==> config.mk <==
export PLATFORM = sky130hd
export DESIGN_NAME = lpr_isqrt
export DESIGN_NICKNAME = d
export VERILOG_FILES = /design/src/design/lpr_pkg.sv /design/src/design/lpr_isqrt.sv
export SDC_FILE = /design/constraint.sdc
export NUM_CORES = 2
export LEC_CHECK = 0
export BUFFER_PORTS_ARGS = -buffer_cell sky130_fd_sc_hd__buf_4
export CELL_PAD_IN_SITES_DETAIL_PLACEMENT = 1
export CELL_PAD_IN_SITES_GLOBAL_PLACEMENT = 2
export CORE_ASPECT_RATIO = 0.75
export CORE_MARGIN = 10
export CORE_UTILIZATION = 49
export CTS_BUF_LIST = sky130_fd_sc_hd__clkbuf_16
export CTS_CLUSTER_SIZE = 8
export DETAILED_ROUTE_END_ITERATION = 16
export PLACE_DENSITY = 0.9
export SLEW_MARGIN = 20
export SYNTH_ARGS = -nofsm -noshare
export SYNTH_HDL_FRONTEND = slang
export SYNTH_SLANG_ARGS = --single-unit
==> constraint.sdc <==
create_clock -name clk -period 12.7 [get_ports clk]
set_clock_uncertainty 0.15 [all_clocks]
set_input_delay 0 -clock clk [delete_from_list [all_inputs] [get_ports clk]]
set_output_delay 0 -clock clk [all_outputs]
set_load 0.005 [all_outputs]
==> src/design/lpr_pkg.sv <==
// Shared types, constants and tables for the lidar point to range pixel block.
package lpr_pkg;

	// Geometry limits.
	localparam int MAX_ROWS = 64;
	localparam int MAX_COLS = 2048;
	localparam int ROW_W = $clog2(MAX_ROWS + 1);
	localparam int COL_W = $clog2(MAX_COLS + 1);

	// Field widths.
	localparam int COORD_W = 24;
	localparam int SQ_W = 2 * COORD_W;

	// Configuration port.
	localparam int APB_AW = 5;
	localparam int APB_DW = 32;

	// Angles are held in 1/65536 degree; registers in 1/1024 degree.
	localparam int ANG_SHIFT = 6;
	localparam int QUARTER_TURN = 90 * 65536;
	localparam int PIXEL_SCALE2 = 2 * 127500;
	localparam int PIXEL_MAX = 255;

	// CORDIC vectoring unit.
	localparam int CORDIC_STEPS = 23;
	localparam int CORDIC_LAT = CORDIC_STEPS + 1;
	localparam int CIN_W = 33;
	localparam int CW = 36;
	localparam int ZW = 26;
	localparam logic [21:0] ANGLE_TAB [CORDIC_STEPS] = '{
		22'd2949120, 22'd1740967, 22'd919879, 22'd466945, 22'd234379, 22'd117304,
		22'd58666, 22'd29335, 22'd14668, 22'd7334, 22'd3667, 22'd1833, 22'd917,
		22'd458, 22'd229, 22'd115, 22'd57, 22'd29, 22'd14, 22'd7, 22'd4, 22'd2, 22'd1
	};

	// Square root unit.
	localparam int SQRT_IN_W = 64;
	localparam int SQRT_OUT_W = 32;
	localparam int SQRT_LAT = SQRT_OUT_W;

	// Divider unit.
	localparam int DIV_NW = 26;
	localparam int DIV_DW = 25;
	localparam int DIV_QW = 12;
	localparam int DIV_LAT = DIV_QW + 1;

	typedef enum logic [2:0] {
		REG_RING_ROWS     = 3'd0,
		REG_IMAGE_COLUMNS = 3'd1,
		REG_COLUMN_STEP   = 3'd2,
		REG_ROW_STEP      = 3'd3,
		REG_BOTTOM_ANGLE  = 3'd4,
		REG_AZIMUTH_LOW   = 3'd5,
		REG_AZIMUTH_HIGH  = 3'd6,
		REG_NEAR_LIMIT    = 3'd7
	} reg_index_t;

	typedef enum logic [2:0] {
		VERDICT_KEPT     = 3'd0,
		VERDICT_ROW_OUT  = 3'd1,
		VERDICT_AZIMUTH  = 3'd2,
		VERDICT_COL_OUT  = 3'd3,
		VERDICT_TOO_NEAR = 3'd4
	} verdict_t;

	typedef struct packed {
		logic signed [COORD_W-1:0] pos_x;
		logic signed [COORD_W-1:0] pos_y;
		logic signed [COORD_W-1:0] pos_z;
	} point_t;

	typedef struct packed {
		logic [2:0]  verdict;
		logic [5:0]  pixel_row;
		logic [10:0] pixel_col;
		logic [7:0]  pixel_value;
	} pixel_t;

	typedef struct packed {
		logic [6:0]         ring_rows;
		logic [11:0]        image_columns;
		logic [15:0]        column_step;
		logic [15:0]        row_step;
		logic [16:0]        bottom_angle;
		logic signed [18:0] azimuth_low;
		logic signed [18:0] azimuth_high;
		logic [15:0]        near_limit;
	} cfg_t;

endpackage

==> src/design/lpr_isqrt.sv <==
// Pipelined integer square root, one result bit per stage.
module lpr_isqrt
	import lpr_pkg::*;
(
	input  logic                  clk,
	input  logic                  en,
	input  logic [SQRT_IN_W-1:0]  value,
	output logic [SQRT_OUT_W-1:0] root
);

	logic [SQRT_IN_W-1:0] rem_s  [SQRT_LAT];
	logic [SQRT_IN_W-1:0] root_s [SQRT_LAT];

	for (genvar k = 0; k < SQRT_LAT; k++) begin : g_stage
		logic [SQRT_IN_W-1:0] rem_i, root_i, bit_k;
		logic [SQRT_IN_W:0]   trial;

		if (k == 0) begin : g_first
			assign rem_i  = value;
			assign root_i = '0;
		end else begin : g_next
			assign rem_i  = rem_s[k-1];
			assign root_i = root_s[k-1];
		end

		assign bit_k = SQRT_IN_W'(1) << (SQRT_IN_W - 2 - 2 * k);
		assign trial = {1'b0, root_i} + {1'b0, bit_k};

		always_ff @(posedge clk) begin
			if (en) begin
				if ({1'b0, rem_i} >= trial) begin
					rem_s[k]  <= rem_i - trial[SQRT_IN_W-1:0];
					root_s[k] <= (root_i >> 1) + bit_k;
				end else begin
					rem_s[k]  <= rem_i;
					root_s[k] <= root_i >> 1;
				end
			end
		end
	end

	assign root = root_s[SQRT_LAT-1][SQRT_OUT_W-1:0];

endmodule

==> results.py <==
metrics = {
    "global_routing": {
        "grt_overflow": 0,
        "grt_max_degree": 209,
        "grt_usage": 0.269,
        "grt_pass1_wl_um": 558000,
        "grt_pass1_vias": 85900,
        "antenna_found_initial": 30,
    },
    "sta": {
        "fmax_mhz": 186,
        "rsz0062_at_grt": "no",
        "finalSetupViolations": 0,
        "drv_slew": 0,
        "fin_setup_tns_ns": 0,
        "maxSlewHeadroom": 0.117,
        "fin_crit_sh": 0.424,
        "hold_viol_final": 0,
        "worst_slew_pin_slew_ns": 1.31,
        "period_minus_slack_ns": 5.38,
    },
    "placed_design": {
        "post-dp-hpwl_um": 262000,
        "gp_congestion": 0.899,
        "io_buffers": 97,
    },
    "setup_path": {
        "critPathMaxStageDelay_ns": 0.88,
        "critPathMaxFanout": 84,
        "crit_path_start": "en",
        "required_ns": 13.01,
        "critPathArrivalTime_ns": 5.70,
        "path_cells": "dlygate4sd3_1, dlygate4sd3_1, buf_16, buf_4, buf_4, buf_6, buf_4, buf_4",
        "crit_type": "input port to register",
        "path_common_cell": "buf_4",
        "critPathLaunchType": "input port",
        "critPathCaptureType": "register",
        "reg2reg_from": "rem_s[1][432]$_DFFE_PP_",
        "critPathSlowestCell": "buf_4",
    },
    "floorplanning": {
        "core_region_area_um2": 245000,
        "initial_core_util": 0.494,
        "die-area_um2": 267000,
        "pin_count": 98,
        "die_w_um": 594,
        "rows": 157,
        "die_height_um": 450,
    },
    "run_status": {
        "status": "finished, final reports clean",
    },
    "clocking": {
        "cts_buffers": 357,
        "clk_pin_slew_ns": 0.05,
        "cts_buffer_depth": 4,
        "post_cts_buffers": 0,
        "clkSinkCount": 2512,
        "cts-root-buf": "clkbuf_16",
        "cts_tree": "built",
        "h-tree-depth": 5,
        "insertion_delay_ns": 0.96,
    },
    "routing": {
        "wire_per_inst_um": 27.8,
        "drc": 0,
        "vias": 83600,
        "firstDrtPassIters": 5,
        "drtIter0Drc": 9403,
        "ant_nets": 0,
        "vias_per_cell": 6.22,
        "drt-total-wl_um": 374000,
    },
    "synth": {
        "synth-main-ff-cell": "edfxtp_1",
        "synth.cell_area_um2": 121000,
        "synth-seq-cells": 2512,
        "synth.most_common_cell": "edfxtp_1",
        "yosys.area.top_type": "edfxtp_1",
        "netlist_top_cells_count": "2,512 x edfxtp_1, 737 x nand2_1, 670 x inv_1",
        "yosysUniqueCellTypes": 85,
        "synthCells": 9729,
        "synth-edff-count": 2512,
        "synth.top_cell.area_share": 0.623,
        "yosys_warnings": 0,
        "synthArstFlopShare": 0,
        "synthesis.nets": 10400,
        "synth_area_leaders": "edfxtp_1 62%, ha_1 5.8%, xnor2_1 3.4%",
        "syn_area_per_cell_um2": 12.4,
        "ys_seq_area_frac": 0.623,
    },
    "final_layout": {
        "drive_above_1_share": 0.0688,
        "nets": 10800,
        "areaGrowthSynthToFinish_pct": 12.7,
    },
    "power": {
        "power_w": 0.0253,
        "p_per_area_nw_per_um2": 185,
        "peakVddDrop_uv": 128,
        "p_leak_nw": 50.7,
    },
    "min_path": {
        "min-delay-start": "value[48]",
        "holdCritPathClass": "input port to register",
    },
    "job": {
        "drv_cap": 0,
    },
}
-- routing by layer --
layer / GRT usage / up-vias / wire length (um)
li1: - / 37200 / -
met1: 0.386 / 42400 / 165000
met2: 0.423 / 3347 / 169000
met3: 0.0461 / 712 / 28700
met4: 0.0743 / 12 / 10800
met5: 0 / - / 87
-- worst max-delay path, delay by kind of cell --
family / cells / cell delay (ns)
buf+inv: 8 / 5.41
-- stage by stage --
stage,cell area [um2],hold WS (ns),instances,utilization,worst slack [ns]
after global routing,136000,0.193,13500,0.557,7.04
final,136000,0.191,13500,0.557,7.32
after CTS,136000,0.127,13400,0.557,7.13
after global placement,126000,0.0393,12900,0.513,7.66
after detailed placement,126000,0.0398,12900,0.513,7.36
after floorplan,121000,-0.0511,9729,-,8.57
-- worst paths after layout --
check             slack, ns                       end  cells past startpoint
hold reg to reg        0.28   rem_s[1][768]$_DFFE_PP_                      0
setup reg to reg       7.56   rem_s[1][502]$_DFFE_PP_                     11
hold / removal         0.19    rem_s[0][48]$_DFFE_PP_                      3
setup / recovery       7.32  root_s[1][846]$_DFFE_PP_                      8
-- power breakdown --
group          switching, W  internal (W)
Combinational       0.00321       0.00200
Sequential         0.000992        0.0105
Clock               0.00358       0.00500
-- cell usage in the layout (no fill, tap or decap), types with 100 or more instances in the layout --
cell	netlist	layout
a21o_1	229	229
a21oi_1	518	516
buf_4	2	150
clkbuf_16	0	363
dlygate4sd3_1	0	131
edfxtp_1	2512	2512
ha_1	558	558
inv_1	670	673
nand2_1	737	737
nand2b_1	123	123
nand3_1	175	175
nand4_1	182	182
nor2_1	561	560
nor3_1	269	268
nor4_1	370	366
o21ai_0	524	523
or3_1	100	100
xnor2_1	473	473
xor2_1	422	422
-- logic make-up (layout without fill, tap and decap cells) --
group           Yosys count  count (layout)  synth area share
simple gates           2997            2997             0.128
flops                  2512            2512             0.623
compound gates         1800            1800            0.0915
xor+xnor                895             895            0.0648
buf+inv                 891            1349            0.0278
fa+ha+maj               558             558            0.0577
mux                      76              76           0.00693
other cells               0               8                 0
-- flip-flops by register name (all words and copies together) (netlist names) --
signal  count
rem_s    1984
root_s    528
-- timing repair --
| item | in CTS | in global routing |
|---|---|---|
| hold endpoints to repair | 550 | 0 |
| hold buffers | 132 | 0 |
| resized for setup | 0 | 0 |
-- layout make-up --
| class | instances | area [um2] |
|---|---|---|
| diodes | 8 | 20.0 |
| clock buffers | 363 | 9080 |
| clock inverters | 22 | 259 |
| fillers | 24300 | 109000 |
| inverters | 671 | 2520 |
| multi-input cells | 6326 | 42400 |
| flip-flops and latches | 2512 | 75400 |
| well taps | 3259 | 4080 |
| repair buffers | 293 | 2670 |
No activity file was read; power rests on OpenSTA's default activity.
