==> config.mk <==
export PLATFORM = sky130hd
export DESIGN_NAME = lpr_regs
export DESIGN_NICKNAME = d
export VERILOG_FILES = /design/src/design/lpr_pkg.sv /design/src/design/lpr_regs.sv
export SDC_FILE = /design/constraint.sdc
export NUM_CORES = 1
export LEC_CHECK = 0
export ABC_AREA = 1
export CAP_MARGIN = 30
export CORE_AREA = 2 2 120 122
export CTS_CLUSTER_DIAMETER = 40
export CTS_CLUSTER_SIZE = 8
export DETAILED_ROUTE_END_ITERATION = 8
export DIE_AREA = 0 0 122 124
export DONT_BUFFER_PORTS = 1
export GPL_ROUTABILITY_DRIVEN = 0
export PLACE_DENSITY = 0.57
export SLEW_MARGIN = 20
export SYNTH_ARGS = -nofsm -noshare
export SYNTH_HDL_FRONTEND = slang
export SYNTH_SLANG_ARGS = --single-unit
==> constraint.sdc <==
create_clock -name clk -period 1.35 [get_ports clk]
set_input_delay 0.135 -clock clk [delete_from_list [all_inputs] [get_ports clk]]
set_output_delay 0.135 -clock clk [all_outputs]
set_load 0.005 [all_outputs]
==> src/design/lpr_pkg.sv <==
// Shared types, constants and tables for the lidar point to range pixel block.
package lpr_pkg;

	// Geometry limits.
	localparam int MAX_ROWS = 64;
	localparam int MAX_COLS = 2048;
	localparam int ROW_W = $clog2(MAX_ROWS + 1);
	localparam int COL_W = $clog2(MAX_COLS + 1);

	// Field widths.
	localparam int COORD_W = 24;
	localparam int SQ_W = 2 * COORD_W;

	// Configuration port.
	localparam int APB_AW = 5;
	localparam int APB_DW = 32;

	// Angles are held in 1/65536 degree; registers in 1/1024 degree.
	localparam int ANG_SHIFT = 6;
	localparam int QUARTER_TURN = 90 * 65536;
	localparam int PIXEL_SCALE2 = 2 * 127500;
	localparam int PIXEL_MAX = 255;

	// CORDIC vectoring unit.
	localparam int CORDIC_STEPS = 23;
	localparam int CORDIC_LAT = CORDIC_STEPS + 1;
	localparam int CIN_W = 33;
	localparam int CW = 36;
	localparam int ZW = 26;
	localparam logic [21:0] ANGLE_TAB [CORDIC_STEPS] = '{
		22'd2949120, 22'd1740967, 22'd919879, 22'd466945, 22'd234379, 22'd117304,
		22'd58666, 22'd29335, 22'd14668, 22'd7334, 22'd3667, 22'd1833, 22'd917,
		22'd458, 22'd229, 22'd115, 22'd57, 22'd29, 22'd14, 22'd7, 22'd4, 22'd2, 22'd1
	};

	// Square root unit.
	localparam int SQRT_IN_W = 64;
	localparam int SQRT_OUT_W = 32;
	localparam int SQRT_LAT = SQRT_OUT_W;

	// Divider unit.
	localparam int DIV_NW = 26;
	localparam int DIV_DW = 25;
	localparam int DIV_QW = 12;
	localparam int DIV_LAT = DIV_QW + 1;

	typedef enum logic [2:0] {
		REG_RING_ROWS     = 3'd0,
		REG_IMAGE_COLUMNS = 3'd1,
		REG_COLUMN_STEP   = 3'd2,
		REG_ROW_STEP      = 3'd3,
		REG_BOTTOM_ANGLE  = 3'd4,
		REG_AZIMUTH_LOW   = 3'd5,
		REG_AZIMUTH_HIGH  = 3'd6,
		REG_NEAR_LIMIT    = 3'd7
	} reg_index_t;

	typedef enum logic [2:0] {
		VERDICT_KEPT     = 3'd0,
		VERDICT_ROW_OUT  = 3'd1,
		VERDICT_AZIMUTH  = 3'd2,
		VERDICT_COL_OUT  = 3'd3,
		VERDICT_TOO_NEAR = 3'd4
	} verdict_t;

	typedef struct packed {
		logic signed [COORD_W-1:0] pos_x;
		logic signed [COORD_W-1:0] pos_y;
		logic signed [COORD_W-1:0] pos_z;
	} point_t;

	typedef struct packed {
		logic [2:0]  verdict;
		logic [5:0]  pixel_row;
		logic [10:0] pixel_col;
		logic [7:0]  pixel_value;
	} pixel_t;

	typedef struct packed {
		logic [6:0]         ring_rows;
		logic [11:0]        image_columns;
		logic [15:0]        column_step;
		logic [15:0]        row_step;
		logic [16:0]        bottom_angle;
		logic signed [18:0] azimuth_low;
		logic signed [18:0] azimuth_high;
		logic [15:0]        near_limit;
	} cfg_t;

endpackage

==> src/design/lpr_regs.sv <==
// Configuration register bank behind the APB-style port.
module lpr_regs
	import lpr_pkg::*;
(
	input  logic              clk,
	input  logic              arst_n,
	input  logic              psel,
	input  logic              penable,
	input  logic              pwrite,
	input  logic [APB_AW-1:0] paddr,
	input  logic [APB_DW-1:0] pwdata,
	output logic [APB_DW-1:0] prdata,
	output logic              pready,
	output cfg_t              cfg
);

	cfg_t       cfg_q;
	reg_index_t idx;

	assign idx = reg_index_t'(paddr[APB_AW-1:2]);
	assign pready = 1'b1;
	assign cfg = cfg_q;

	always_ff @(posedge clk or negedge arst_n) begin
		if (!arst_n) begin
			cfg_q.ring_rows     <= 7'd16;
			cfg_q.image_columns <= 12'd1800;
			cfg_q.column_step   <= 16'd205;
			cfg_q.row_step      <= 16'd2048;
			cfg_q.bottom_angle  <= 17'd15462;
			cfg_q.azimuth_low   <= -19'sd184320;
			cfg_q.azimuth_high  <= 19'sd184320;
			cfg_q.near_limit    <= 16'd2500;
		end else if (psel && penable && pwrite) begin
			unique case (idx)
				REG_RING_ROWS:     cfg_q.ring_rows     <= pwdata[6:0];
				REG_IMAGE_COLUMNS: cfg_q.image_columns <= pwdata[11:0];
				REG_COLUMN_STEP:   cfg_q.column_step   <= pwdata[15:0];
				REG_ROW_STEP:      cfg_q.row_step      <= pwdata[15:0];
				REG_BOTTOM_ANGLE:  cfg_q.bottom_angle  <= pwdata[16:0];
				REG_AZIMUTH_LOW:   cfg_q.azimuth_low   <= $signed(pwdata[18:0]);
				REG_AZIMUTH_HIGH:  cfg_q.azimuth_high  <= $signed(pwdata[18:0]);
				REG_NEAR_LIMIT:    cfg_q.near_limit    <= pwdata[15:0];
			endcase
		end
	end

	always_comb begin
		unique case (idx)
			REG_RING_ROWS:     prdata = APB_DW'(cfg_q.ring_rows);
			REG_IMAGE_COLUMNS: prdata = APB_DW'(cfg_q.image_columns);
			REG_COLUMN_STEP:   prdata = APB_DW'(cfg_q.column_step);
			REG_ROW_STEP:      prdata = APB_DW'(cfg_q.row_step);
			REG_BOTTOM_ANGLE:  prdata = APB_DW'(cfg_q.bottom_angle);
			REG_AZIMUTH_LOW:   prdata = APB_DW'($unsigned(cfg_q.azimuth_low));
			REG_AZIMUTH_HIGH:  prdata = APB_DW'($unsigned(cfg_q.azimuth_high));
			REG_NEAR_LIMIT:    prdata = APB_DW'(cfg_q.near_limit);
		endcase
	end

endmodule

==> impl_results.md <==
* Compound-cell area share of the yosys netlist at 0.136
* Outcome: complete, but fails checks
* Mux cell area share after synthesis at 0
* Worst-path clk slew at approximately 0.050 ns
* Hold slack at -0.593 ns
* Tmin final at roughly 1.5 ns
* Fmax at between 600 and 700 MHz
* Total power at roughly 11000 uW
* Critical path's largest stage delay at approximately 0.55 ns
* Max-cap violations at 0
* Synth area leaders: dfrtp_1, dfstp_2, nand2_1
* Fin nets at 752
* First-pass GRT wire length at between 20000 and 30000 um
* XOR/XNOR Fraction of Synth Area at 0
* Cts hold-fix bufs at 20
* CP Capture Type: output pin
* Die ar. at ~15000 um2
* Final setup viols at 17
* Final hold violations at approximately 120
* DRC viols at 0
* Synth warnings at 0
* Setup WS pre-CTS at 0.121 ns
* WP buf/inv at 0
* Via count at 4968
* Hold Path Class: in2async
* Post-CTS setup buffers at 0
* Syn Area/Cell at just under 9 um2
* Layout cells sized above 1 at 0.227
* Critical Path AT at 1.36 ns
* Most common cell in the netlist: nand2_1
* GR Overflow Total at 0
* Core area at 13700 um2
* Metal2 WL at between 8000 and 9000 um
* DIE WIDTH at between 100 and 150 um
* Max IR drop VDD at 0.766 mV
* Synthesized-area fraction occupied by adder cells at 0
* Worst setup SP type: register
* Post-Route Skew at 0 ns
* CTS Buffer Depth at 2
* Chip height at about 120 um
* Met1 wire length at 7990 um
* Synth Register Bits at 122
* TritonCTS clock tree: done
* CP Cell Sequence: nand4_1 > o21ai_1 > nor2_2 > nand2_2
* Critical path class: reg2out
* Post-synthesis sequential area ratio at 0.510
* Post-synth ARST share at 1.00
* H-tree depth reported by CTS at 4
* Main flop type after synthesis: dfrtp_1
* Iteration-0 DRC Markers at approximately 510
* Initial Util at 0.442
* RSZ-0062 raised after global routing: true
* Worst path slowest cell: dfstp_2
* Post-DRT Antenna Nets at 0
* Total GRT Usage at 0.247
* CTS sink count at ~120
* DRT Wirelength at approximately 18000 um
* Total power divided by cell area at roughly 1600 nW/um2
* Design Area, Final at between 6000 and 7000 um2
* Vias in the first global route at ~4700
* Fin crit share at 1.11
* Root buffer cell: clkbuf_16
* DRT Pass-1 Iters at 5
* Initial antenna violation count at 0
* Static leakage at 0.00319 uW
* Final core occ at 0.506
* Kind of cell adding the most delay to the critical path: flip-flops
* Input/output buffers at 0
* Failing checks: negative hold slack, negative setup slack
* Routed WL per cell at between 20 and 25 um
* DR vias/cell at around 5.5
* Synth unique cells at 33
* Critical path data required time at 1.22 ns
* Largest area contributor in the netlist: dfrtp_1
* Post-synth EDFFs at 0
* Largest family of logic cells by synthesized area: simple AND/OR/NAND/NOR gates
* Post-synthesis cell area at just over 6000 um2
* DR WL met3 at roughly 1900 um
* Largest register FFs at approximately 120
* I/O Pins at between 150 and 200
* Share of the synthesized area in the top cell type at 0.371
* Crit path max fanout at 3
* Max layer used: met4
* List of most frequent post-synthesis cells: nand2_1, dfrtp_1, nor2_1
* CTS buffer count at 17
* Synth-to-Final Area Change at 14.4%
* N_diodes at 0
* Largest net degree at the start of global routing at between 100 and 150
* DP HPWL at around 12000 um
* Site Rows at 43
* Final slew viol count at 0
* Non-filler cells, final at between 900 and 1000
* Simple-gate portion of the synthesized area at 0.240
* Placed Area at 6060 um2
* Worst-Skew Late Latency at between 0.4 and 0.5 ns
* Synth Instances at around 700
* Total placed cells including tap cells at approximately 850
* Final setup margin at -0.150 ns
path summary, 6_finish.rpt:
path / from / to / slack (ns) / cells past startpoint
worst max-delay path: cfg[11]$_DFFE_PN1P_ / prdata[11] / -0.15 / 4
worst min-delay path: arst_n / cfg[24]$_DFFE_PN0P_ / -0.59 / 0
worst max register to register: cfg[64]$_DFFE_PN1P_ / cfg[64]$_DFFE_PN1P_ / 0.52 / 2
worst min register to register: cfg[94]$_DFFE_PN1P_ / cfg[94]$_DFFE_PN1P_ / 0.49 / 2
max in group asynchronous: arst_n / cfg[51]$_DFFE_PN1P_ / 1.66 / 0
min in group clk: pwdata[9] / cfg[9]$_DFFE_PN0P_ / 0.02 / 2
per-stage QoR:
stage,setup TNS (ns),hold slack (ns)
2_1_floorplan,0,-0.161
4_1_cts,-1.74,-0.606
3_3_place_gp,0,-0.156
6_report,-1.43,-0.593
5_1_grt,-2.44,-0.610
3_5_place_dp,0,-0.157
logic make-up (layout without fill, tap and decap cells):
group / count (synthesis) / count (layout)
AOI/OAI and AO/OA: 145 / 145
buffers and inverters: 124 / 134
DFF: 122 / 122
other: 2 / 14
and+or+nand+nor: 308 / 308
per-layer routing:
layer	global-route usage	vias to the layer above
met2	0.349	215
met4	0.0783	0
met5	0	-
li1	-	2330
met3	0.107	15
met1	0.341	2408
worst reg2reg max path, cell delays in order (launching register included):
cell,delay [ns]
dfstp_2,0.58
nor2_1,0.07
a21oi_1,0.12
final cells by class:
cell class | instances | area (um2)
multi-input combinational | 467 | 2480
timing repair buffer | 38 | 360
tap | 180 | 225
clock buffer | 29 | 520
sequential | 122 | 3100
fill | 1291 | 6780
inverter | 64 | 246
clock inverter | 3 | 15.0
what timing repair did:
item / CTS / global route
endpoints found under the setup margin: 18 / 19
gates resized for setup: 34 / 23
endpoints found under the hold margin: 175 / 122
pin swaps: 38 / 22
cell usage in the layout, fill, tap and decap left out, drive strengths merged, types with 20 or more instances in the layout:
cell type,netlist,layout
o21ai,114,114
a21oi,25,25
dlygate4sd3,0,20
inv,63,63
dfstp,32,32
nor2,72,72
nand4,55,55
dfrtp,90,90
clkbuf,3,29
nand3,23,23
nand2,152,152
power breakdown:
part           switching [uW]  internal (uW)
clock network            1550           2580
logic                     859            598
registers                 859           4580
total                    3270           7760
(Power assumes the default switching activity.)
