## src/design/lpr_pkg.sv

```systemverilog
// Shared types, constants and tables for the lidar point to range pixel block.
package lpr_pkg;

	// Geometry limits.
	localparam int MAX_ROWS = 64;
	localparam int MAX_COLS = 2048;
	localparam int ROW_W = $clog2(MAX_ROWS + 1);
	localparam int COL_W = $clog2(MAX_COLS + 1);

	// Field widths.
	localparam int COORD_W = 24;
	localparam int SQ_W = 2 * COORD_W;

	// Configuration port.
	localparam int APB_AW = 5;
	localparam int APB_DW = 32;

	// Angles are held in 1/65536 degree; registers in 1/1024 degree.
	localparam int ANG_SHIFT = 6;
	localparam int QUARTER_TURN = 90 * 65536;
	localparam int PIXEL_SCALE2 = 2 * 127500;
	localparam int PIXEL_MAX = 255;

	// CORDIC vectoring unit.
	localparam int CORDIC_STEPS = 23;
	localparam int CORDIC_LAT = CORDIC_STEPS + 1;
	localparam int CIN_W = 33;
	localparam int CW = 36;
	localparam int ZW = 26;
	localparam logic [21:0] ANGLE_TAB [CORDIC_STEPS] = '{
		22'd2949120, 22'd1740967, 22'd919879, 22'd466945, 22'd234379, 22'd117304,
		22'd58666, 22'd29335, 22'd14668, 22'd7334, 22'd3667, 22'd1833, 22'd917,
		22'd458, 22'd229, 22'd115, 22'd57, 22'd29, 22'd14, 22'd7, 22'd4, 22'd2, 22'd1
	};

	// Square root unit.
	localparam int SQRT_IN_W = 64;
	localparam int SQRT_OUT_W = 32;
	localparam int SQRT_LAT = SQRT_OUT_W;

	// Divider unit.
	localparam int DIV_NW = 26;
	localparam int DIV_DW = 25;
	localparam int DIV_QW = 12;
	localparam int DIV_LAT = DIV_QW + 1;

	typedef enum logic [2:0] {
		REG_RING_ROWS     = 3'd0,
		REG_IMAGE_COLUMNS = 3'd1,
		REG_COLUMN_STEP   = 3'd2,
		REG_ROW_STEP      = 3'd3,
		REG_BOTTOM_ANGLE  = 3'd4,
		REG_AZIMUTH_LOW   = 3'd5,
		REG_AZIMUTH_HIGH  = 3'd6,
		REG_NEAR_LIMIT    = 3'd7
	} reg_index_t;

	typedef enum logic [2:0] {
		VERDICT_KEPT     = 3'd0,
		VERDICT_ROW_OUT  = 3'd1,
		VERDICT_AZIMUTH  = 3'd2,
		VERDICT_COL_OUT  = 3'd3,
		VERDICT_TOO_NEAR = 3'd4
	} verdict_t;

	typedef struct packed {
		logic signed [COORD_W-1:0] pos_x;
		logic signed [COORD_W-1:0] pos_y;
		logic signed [COORD_W-1:0] pos_z;
	} point_t;

	typedef struct packed {
		logic [2:0]  verdict;
		logic [5:0]  pixel_row;
		logic [10:0] pixel_col;
		logic [7:0]  pixel_value;
	} pixel_t;

	typedef struct packed {
		logic [6:0]         ring_rows;
		logic [11:0]        image_columns;
		logic [15:0]        column_step;
		logic [15:0]        row_step;
		logic [16:0]        bottom_angle;
		logic signed [18:0] azimuth_low;
		logic signed [18:0] azimuth_high;
		logic [15:0]        near_limit;
	} cfg_t;

endpackage

```

## src/design/lpr_divider.sv

```systemverilog
// Pipelined restoring divider with a saturating quotient and overflow flag.
module lpr_divider
	import lpr_pkg::*;
(
	input  logic              clk,
	input  logic              en,
	input  logic [DIV_NW-1:0] num,
	input  logic [DIV_DW-1:0] den,
	output logic [DIV_QW-1:0] quot,
	output logic              ovf
);

	localparam int CMP_W = DIV_DW + DIV_QW;

	logic [DIV_NW-1:0] rem_s [DIV_QW+1];
	logic [DIV_DW-1:0] den_s [DIV_QW+1];
	logic [DIV_QW-1:0] q_s   [DIV_QW+1];
	logic              ovf_s [DIV_QW+1];

	// The quotient would not fit (this also covers a zero divisor).
	always_ff @(posedge clk) begin
		if (en) begin
			rem_s[0] <= num;
			den_s[0] <= den;
			q_s[0]   <= '0;
			ovf_s[0] <= CMP_W'(num) >= (CMP_W'(den) << DIV_QW);
		end
	end

	for (genvar k = 0; k < DIV_QW; k++) begin : g_bit
		localparam int B = DIV_QW - 1 - k;
		logic [CMP_W-1:0] cand;

		assign cand = CMP_W'(den_s[k]) << B;

		always_ff @(posedge clk) begin
			if (en) begin
				den_s[k+1] <= den_s[k];
				ovf_s[k+1] <= ovf_s[k];
				if (CMP_W'(rem_s[k]) >= cand) begin
					rem_s[k+1] <= rem_s[k] - cand[DIV_NW-1:0];
					q_s[k+1]   <= q_s[k] | (DIV_QW'(1) << B);
				end else begin
					rem_s[k+1] <= rem_s[k];
					q_s[k+1]   <= q_s[k];
				end
			end
		end
	end

	assign quot = q_s[DIV_QW];
	assign ovf  = ovf_s[DIV_QW];

endmodule

```

## config.mk

```make
export PLATFORM = sky130hd
export DESIGN_NAME = lpr_divider
export DESIGN_NICKNAME = d
export VERILOG_FILES = /design/src/design/lpr_pkg.sv /design/src/design/lpr_divider.sv
export SDC_FILE = /design/constraint.sdc
export NUM_CORES = 1
export LEC_CHECK = 0
export BUFFER_PORTS_ARGS = -buffer_cell sky130_fd_sc_hd__clkbuf_2
export CAP_MARGIN = 20
export CORE_MARGIN = 2
export CORE_UTILIZATION = 64
export DETAILED_ROUTE_END_ITERATION = 7
export PLACE_DENSITY = 0.82
export SYNTH_ARGS = -nofsm -noshare
export SYNTH_HDL_FRONTEND = slang
export SYNTH_SLANG_ARGS = --single-unit
```

## constraint.sdc

```tcl
create_clock -name clk -period 3.97 [get_ports clk]
set_clock_uncertainty 0.1 [all_clocks]
set_input_delay 0.794 -clock clk [delete_from_list [all_inputs] [get_ports clk]]
set_output_delay 0.794 -clock clk [all_outputs]
set_load 0.01 [all_outputs]
```

==> results of run 1 <==
==> power groups by stage <==
stage / sequential [W] / clock (W) / combinational, W
floorplan: 0.00980 / 0 / 0.00470
global placement: 0.00995 / 0 / 0.00594
detailed placement: 0.00999 / 0 / 0.00615
CTS: 0.00984 / 0.00732 / 0.00622
global route: 0.00994 / 0.00761 / 0.00688
finish: 0.00984 / 0.00721 / 0.00624
==> logic make-up (layout without fill, tap and decap cells) <==
| logic type | after synthesis | count (layout) | synth area share, % |
|---|---|---|---|
| compound gates | 617 | 617 | 10.9 |
| xor+xnor | 175 | 175 | 4.24 |
| fa+ha+maj | 270 | 270 | 9.57 |
| buf+inv | 380 | 551 | 4.11 |
| flops | 703 | 703 | 58.4 |
| mux | 153 | 153 | 4.72 |
| simple gates | 577 | 577 | 8.05 |
==> worst paths after layout <==
check	start	to	slack, ps	cells after the start
hold / removal	den[9]	den_s[0][9]	260	1
setup / recovery	den_s[5][3]	rem_s[1][61]	230	12
hold reg to reg	q_s[7][8]	q_s[8][8]	310	0
setup reg to reg	den_s[5][3]	rem_s[1][61]	230	12
==> cells in the final DEF (no fill, tap or decap), drive strengths merged, types with 14 or more instances in the layout <==
| master | n |
|---|---|
| a211oi | 16 |
| a21o | 88 |
| a21oi | 196 |
| a31oi | 26 |
| and3 | 18 |
| buf | 33 |
| clkbuf | 149 |
| clkinv | 26 |
| edfxtp | 703 |
| ha | 259 |
| inv | 324 |
| mux2 | 136 |
| mux2i | 17 |
| nand2 | 154 |
| nand2b | 28 |
| nand3 | 47 |
| nand4 | 24 |
| nor2 | 131 |
| nor2b | 37 |
| nor3 | 42 |
| nor4 | 18 |
| nor4b | 15 |
| o21a | 37 |
| o21ai | 135 |
| o21bai | 18 |
| o31ai | 17 |
| or2 | 14 |
| xnor2 | 104 |
| xor2 | 71 |
==> routing by layer <==
metal  share of wire [%]  GRT usage (%)  wire length, um  vias to the layer above
li1                    -              -                -                    10872
met5                   0              0                0                        -
met2                  56           48.0            39700                      492
met1                  35           24.2            25100                    10697
met3                 2.8           3.30             2020                      227
met4                 5.8           14.2             4140                        0
==> sequential cells by signal, summed over array words and instances (netlist names) <==
| signal | cells |
|---|---|
| rem_s | 312 |
| den_s | 300 |
| q_s | 78 |
| ovf_s | 13 |
==> layout make-up <==
| type | count | area, sq um |
|---|---|---|
| Sequential cell | 703 | 21100 |
| Fill cell | 3747 | 16100 |
| Multi-Input combinational cell | 1792 | 13600 |
| Clock buffer | 85 | 1940 |
| Inverter | 320 | 1200 |
| Tap cell | 756 | 946 |
| Timing Repair Buffer | 97 | 663 |
| Clock inverter | 49 | 609 |
==> metrics by stage <==
stage	util (%)	setup WS [ps]	total power, W	std cells
2_1_floorplan	-	891	0.0145	2875
3_3_place_gp	66.8	401	0.0159	3668
3_5_place_dp	66.8	344	0.0161	3668
4_1_cts	71.3	318	0.0234	3802
5_1_grt	71.3	107	0.0244	3802
6_report	71.3	227	0.0233	3802
==> results.sh, run 1 <==
export IMPL_status="finished, final reports clean"
export IMPL_drtAntennaViolNets=0
export IMPL_grt_pass1_vias=23124
export IMPL_drtPass1Iterations=6
export IMPL_numCtsBuffers=74
export IMPL_min_path_type="in -> reg"
export IMPL_clockPowerShare_pct=30.9
export IMPL_routabilityCongestion=0.919
export IMPL_max_freq_mhz=267
export IMPL_fin_crit_ps=3740
export IMPL_postCtsHoldBufs=0
export IMPL_placed_area_sq_um=37500
export IMPL_peakVddDrop_mv=0.478
export IMPL_p_int_w=0.0165
export IMPL_synth_nets=3198
export IMPL_finalSetupViolations=0
export IMPL_grt_max_degree=175
export IMPL_crit_top_cell="a21oi_1"
export IMPL_timing_critical_path_arrival_ps=4000
export IMPL_first_iter_violations=1435
export IMPL_yosysMostFrequentCell="edfxtp_1"
export IMPL_yosys_top_cells_area="edfxtp_1 58%, ha_1 9.0%, mux2_2 4.2%"
export IMPL_critPathBufInv=2
export IMPL_clkLatencyLatePin_ps=620
export IMPL_path_clk_slew_ps=60
export IMPL_clock_sinks=703
export IMPL_yosys_top_cells_count="703 x edfxtp_1, 318 x inv_1, 259 x ha_1"
export IMPL_relSlewSlack_pct=34.5
export IMPL_swShare_pct=29.1
export IMPL_cpPeakStageDelay_ps=390
export IMPL_crit_family="compound AO/OA/AOI/OAI gates"
export IMPL_cts_max_level=3
export IMPL_seqPwrFrac_pct=42.3
export IMPL_vias=22288
export IMPL_crit_path_cell_trace="inv_1, ha_1, a21o_1, a21oi_1, a21oi_1, nor3b_1, o21ai_1, a21o_1, a21oi_1, o31a_1, buf_4, mux2_2"
export IMPL_rsz0062_at_grt="false"
export IMPL_ctsRootBufferMaster="clkbuf_16"
export IMPL_grt_overflow_total=0
export IMPL_cp_start_kind="register"
export IMPL_wl_per_cell_um=18.7
export IMPL_ys_async_sr_fraction_pct=0
export IMPL_yosysUniqueCellTypes=84
export IMPL_wirelength_um=71000
export IMPL_post_route_cell_area_sq_um=40100
export IMPL_yosysTopAreaCellShare_pct=58.4
export IMPL_ys_seq_elements=703
export IMPL_synth_edf_count=703
export IMPL_drv_slew=0
export IMPL_setup_tns_ps=0
export IMPL_track_usage_pct=24.4
export IMPL_crit_path_end_kind="register"
export IMPL_cts_tree="yes"
export IMPL_grt_pass1_wl_um=114000
export IMPL_die_h_um=242
export IMPL_crit_path_max_fanout=21
export IMPL_drive_above_1_share_pct=12.5
export IMPL_power_density_nw_per_um2=581
export IMPL_area_growth_pct=10.8
export IMPL_viasPerCell=5.86
export IMPL_syn_instance_count=2875
export IMPL_clk_path_buf_depth=3
export IMPL_worst_pin_slew_ps=974
export IMPL_antenna_cells=0
export IMPL_syn_cell_area_sq_um=36200
export IMPL_ys_seq_area_share_pct=58.4
export IMPL_ios=66
export IMPL_rows=87
export IMPL_coreArea_sq_um=56200
export IMPL_hold_violations=0
export IMPL_drcViolationCount=0
export IMPL_dp_hpwl_um=52600
export IMPL_dieArea_sq_um=58400
export IMPL_ys_flop_type="edfxtp_1"
export IMPL_yosysTopAreaCell="edfxtp_1"
export IMPL_die_w_um=242
export IMPL_crit_type="reg -> reg"
export IMPL_initial_core_util_pct=64.4
export IMPL_post_synth_cell_area_avg_sq_um=12.6
export IMPL_p_switching_w=0.00678
export IMPL_antenna_found_initial=0
export IMPL_leakage_nw=16.2
export IMPL_crit_path_top_delay_cell="nor3b_1"
export IMPL_layout_nets=3311
export IMPL_cts_resized=0
export IMPL_cp_required_ps=4220
export IMPL_cts_setup_buffers=0
export IMPL_fin_crit_sh_pct=94.3
export IMPL_portBuffers=65
export IMPL_drv_cap=0
export IMPL_hold_ws_ps=263
export IMPL_p_comb_share_pct=26.8
export IMPL_yosysWarningCount=0
Power figures use the tool's default switching activity.
==> inputs of run 2 (changes only) <==
--- a/config.mk
+++ b/config.mk
@@ -5,11 +5,13 @@
 export SDC_FILE = /design/constraint.sdc
 export NUM_CORES = 1
 export LEC_CHECK = 0
+export ABC_AREA = 1
 export BUFFER_PORTS_ARGS = -buffer_cell sky130_fd_sc_hd__clkbuf_2
 export CAP_MARGIN = 20
 export CORE_MARGIN = 2
 export CORE_UTILIZATION = 64
 export DETAILED_ROUTE_END_ITERATION = 7
+export GPL_ROUTABILITY_DRIVEN = 1
 export PLACE_DENSITY = 0.82
 export SYNTH_ARGS = -nofsm -noshare
 export SYNTH_HDL_FRONTEND = slang
==> results.sh, run 2 <==
export IMPL_status="finished, final reports clean"
export IMPL_dieArea_sq_um=66900
export IMPL_ys_flop_type="edfxtp_1"
export IMPL_hold_violations=0
export IMPL_grt_overflow_total=0
export IMPL_yosys_top_cells_count="1,648 x nand2_1, 852 x inv_1, 703 x edfxtp_1"
export IMPL_yosysUniqueCellTypes=50
export IMPL_antenna_cells=0
export IMPL_layout_nets=5270
export IMPL_largestRegisters="rem_s (312), den_s (300), q_s (78)"
export IMPL_peakVddDrop_mv=0.372
export IMPL_synth_edf_count=703
export IMPL_viasPerCell=5.55
export IMPL_die_w_um=259
export IMPL_relSlewSlack_pct=32.4
export IMPL_yosysTopAreaCell="edfxtp_1"
export IMPL_first_iter_violations=3236
export IMPL_initial_core_util_pct=64.6
export IMPL_ctsRootBufferMaster="clkbuf_16"
export IMPL_post_synth_cell_area_avg_sq_um=8.54
export IMPL_clkLatencyLatePin_ps=640
export IMPL_yosys_top_cells_area="edfxtp_1 51%, nand2_1 15%, ha_1 7.8%"
export IMPL_max_freq_mhz=312
export IMPL_worst_pin_slew_ps=1010
export IMPL_finalSetupViolations=0
export IMPL_path_clk_slew_ps=60
export IMPL_track_usage_pct=31.9
export IMPL_cts_resized=0
export IMPL_cp_required_ps=4210
export IMPL_crit_path_end_kind="register"
export IMPL_grt_pass1_wl_um=165000
export IMPL_fin_crit_sh_pct=80.8
export IMPL_wl_per_cell_um=18.1
export IMPL_drive_above_1_share_pct=6.07
export IMPL_yosysMostFrequentCell="nand2_1"
export IMPL_leakage_nw=22.1
export IMPL_timing_critical_path_arrival_ps=3450
export IMPL_final_cell_mix="1,648 x nand2_1, 852 x inv_1, 703 x edfxtp_1"
export IMPL_cp_start_kind="register"
export IMPL_vias=32519
export IMPL_largest_register="rem_s"
export IMPL_routabilityCongestion=1.01
export IMPL_clk_path_buf_depth=3
export IMPL_grt_max_degree=162
export IMPL_cts_setup_buffers=0
export IMPL_dp_hpwl_um=81600
export IMPL_drv_slew=0
export IMPL_setup_tns_ps=0
export IMPL_clock_sinks=703
export IMPL_power_density_nw_per_um2=501
export IMPL_yosysTopAreaCellShare_pct=50.9
export IMPL_p_total_w=0.0226
export IMPL_ios=66
export IMPL_cts_tree="yes"
export IMPL_ys_seq_area_share_pct=50.9
export IMPL_die_h_um=259
export IMPL_coreArea_sq_um=64200
export IMPL_syn_cell_area_sq_um=41500
export IMPL_syn_instance_count=4858
export IMPL_min_path_type="in -> reg"
export IMPL_grt_pass1_vias=31188
export IMPL_ys_seq_elements=703
export IMPL_postCtsHoldBufs=0
export IMPL_wirelength_um=106000
export IMPL_fin_util_pct=70.3
export IMPL_numCtsBuffers=76
export IMPL_area_growth_pct=8.75
export IMPL_yosysWarningCount=0
export IMPL_drcViolationCount=0
export IMPL_antenna_found_initial=1
export IMPL_fin_crit_ps=3210
export IMPL_synth_nets=5181
export IMPL_drv_cap=0
export IMPL_rows=93
export IMPL_largest_reg_flops=312
export IMPL_crit_type="reg -> reg"
export IMPL_rsz0062_at_grt="false"
export IMPL_drtPass1Iterations=5
export IMPL_layout_commonest_cell="nand2_1"
export IMPL_crit_path_max_fanout=22
export IMPL_cts_max_level=3
export IMPL_drtAntennaViolNets=0
export IMPL_ys_async_sr_fraction_pct=0
export IMPL_portBuffers=65
## run 2: cell count changes in the layout (fill, tap and decap cells not counted), moves of 33 or more
| cell | delta |
|---|---|
| nand4_1 | +35 |
| nand3_1 | +392 |
| a21o_1 | -85 |
| nand2_1 | +1494 |
| o21a_1 | -33 |
| a21oi_1 | -40 |
| o21ai_0 | -84 |
| inv_1 | +534 |
| nor2_1 | +189 |
| mux2_2 | -134 |
| xnor2_1 | -88 |
| nor2b_1 | -36 |
| nand2_2 | +42 |
## run 2: power breakdown
group          internal, W  total [W]  switching [W]
combinational      0.00191    0.00568        0.00376
clock              0.00420    0.00724        0.00304
sequential         0.00911    0.00967       0.000560
## run 2: kinds of logic after synthesis
group           after synthesis  synth area share (%)
simple gates               2639                  27.0
buf+inv                     925                  8.86
flops                       703                  50.9
fa+ha+maj                   270                  8.34
xor+xnor                     99                  2.09
compound gates              222                  2.87
## run 2: final cells by class
type | instances | area [sq um]
flip-flops and latches | 703 | 21100
multi-input cells | 3230 | 16700
inverters | 857 | 3220
fillers | 5019 | 19100
clock inverters | 50 | 578
clock buffers | 87 | 1960
well taps | 855 | 1070
repair buffers | 79 | 478
## run 2: metal layers
metal  routed length (um)  GRT usage, %  share of wire, %
met5                    0             0                 0
met4                 6740          17.5               6.4
met3                 6740          3.85               6.4
met2                51100          55.2                48
met1                41500          39.2                39
## run 2: path summary, 6_finish.rpt
| path | startpoint | to | slack [ps] | cells past startpoint |
|---|---|---|---|---|
| worst max-delay path | den_s[6][7] | rem_s[1][85] | 760 | 12 |
| worst min register to register | q_s[4][11] | q_s[5][11] | 310 | 0 |
| worst max register to register | den_s[6][7] | rem_s[1][85] | 760 | 12 |
| worst min-delay path | num[10] | rem_s[0][10] | 250 | 1 |
## run 2: stage by stage
stage | instances | setup WS [ps] | hold WS (ps) | cell area, sq um
2_1_floorplan | 4858 | 1420 | 300 | 41500
3_3_place_gp | 5724 | 841 | 301 | 42600
3_5_place_dp | 5724 | 824 | 305 | 42600
4_1_cts | 5861 | 816 | 225 | 45100
5_1_grt | 5861 | 534 | 232 | 45100
6_report | 5861 | 764 | 254 | 45100
## run 2: critical path, stage by stage, from the launching register on
cell	delay (ps)
edfxtp_1	460
inv_1	70
ha_1	370
nand2_2	130
inv_1	50
a21oi_1	230
nand3_2	140
nand2_1	120
nand2_1	80
nand2_2	400
nand2_2	470
nand2_1	160
nand2_1	130
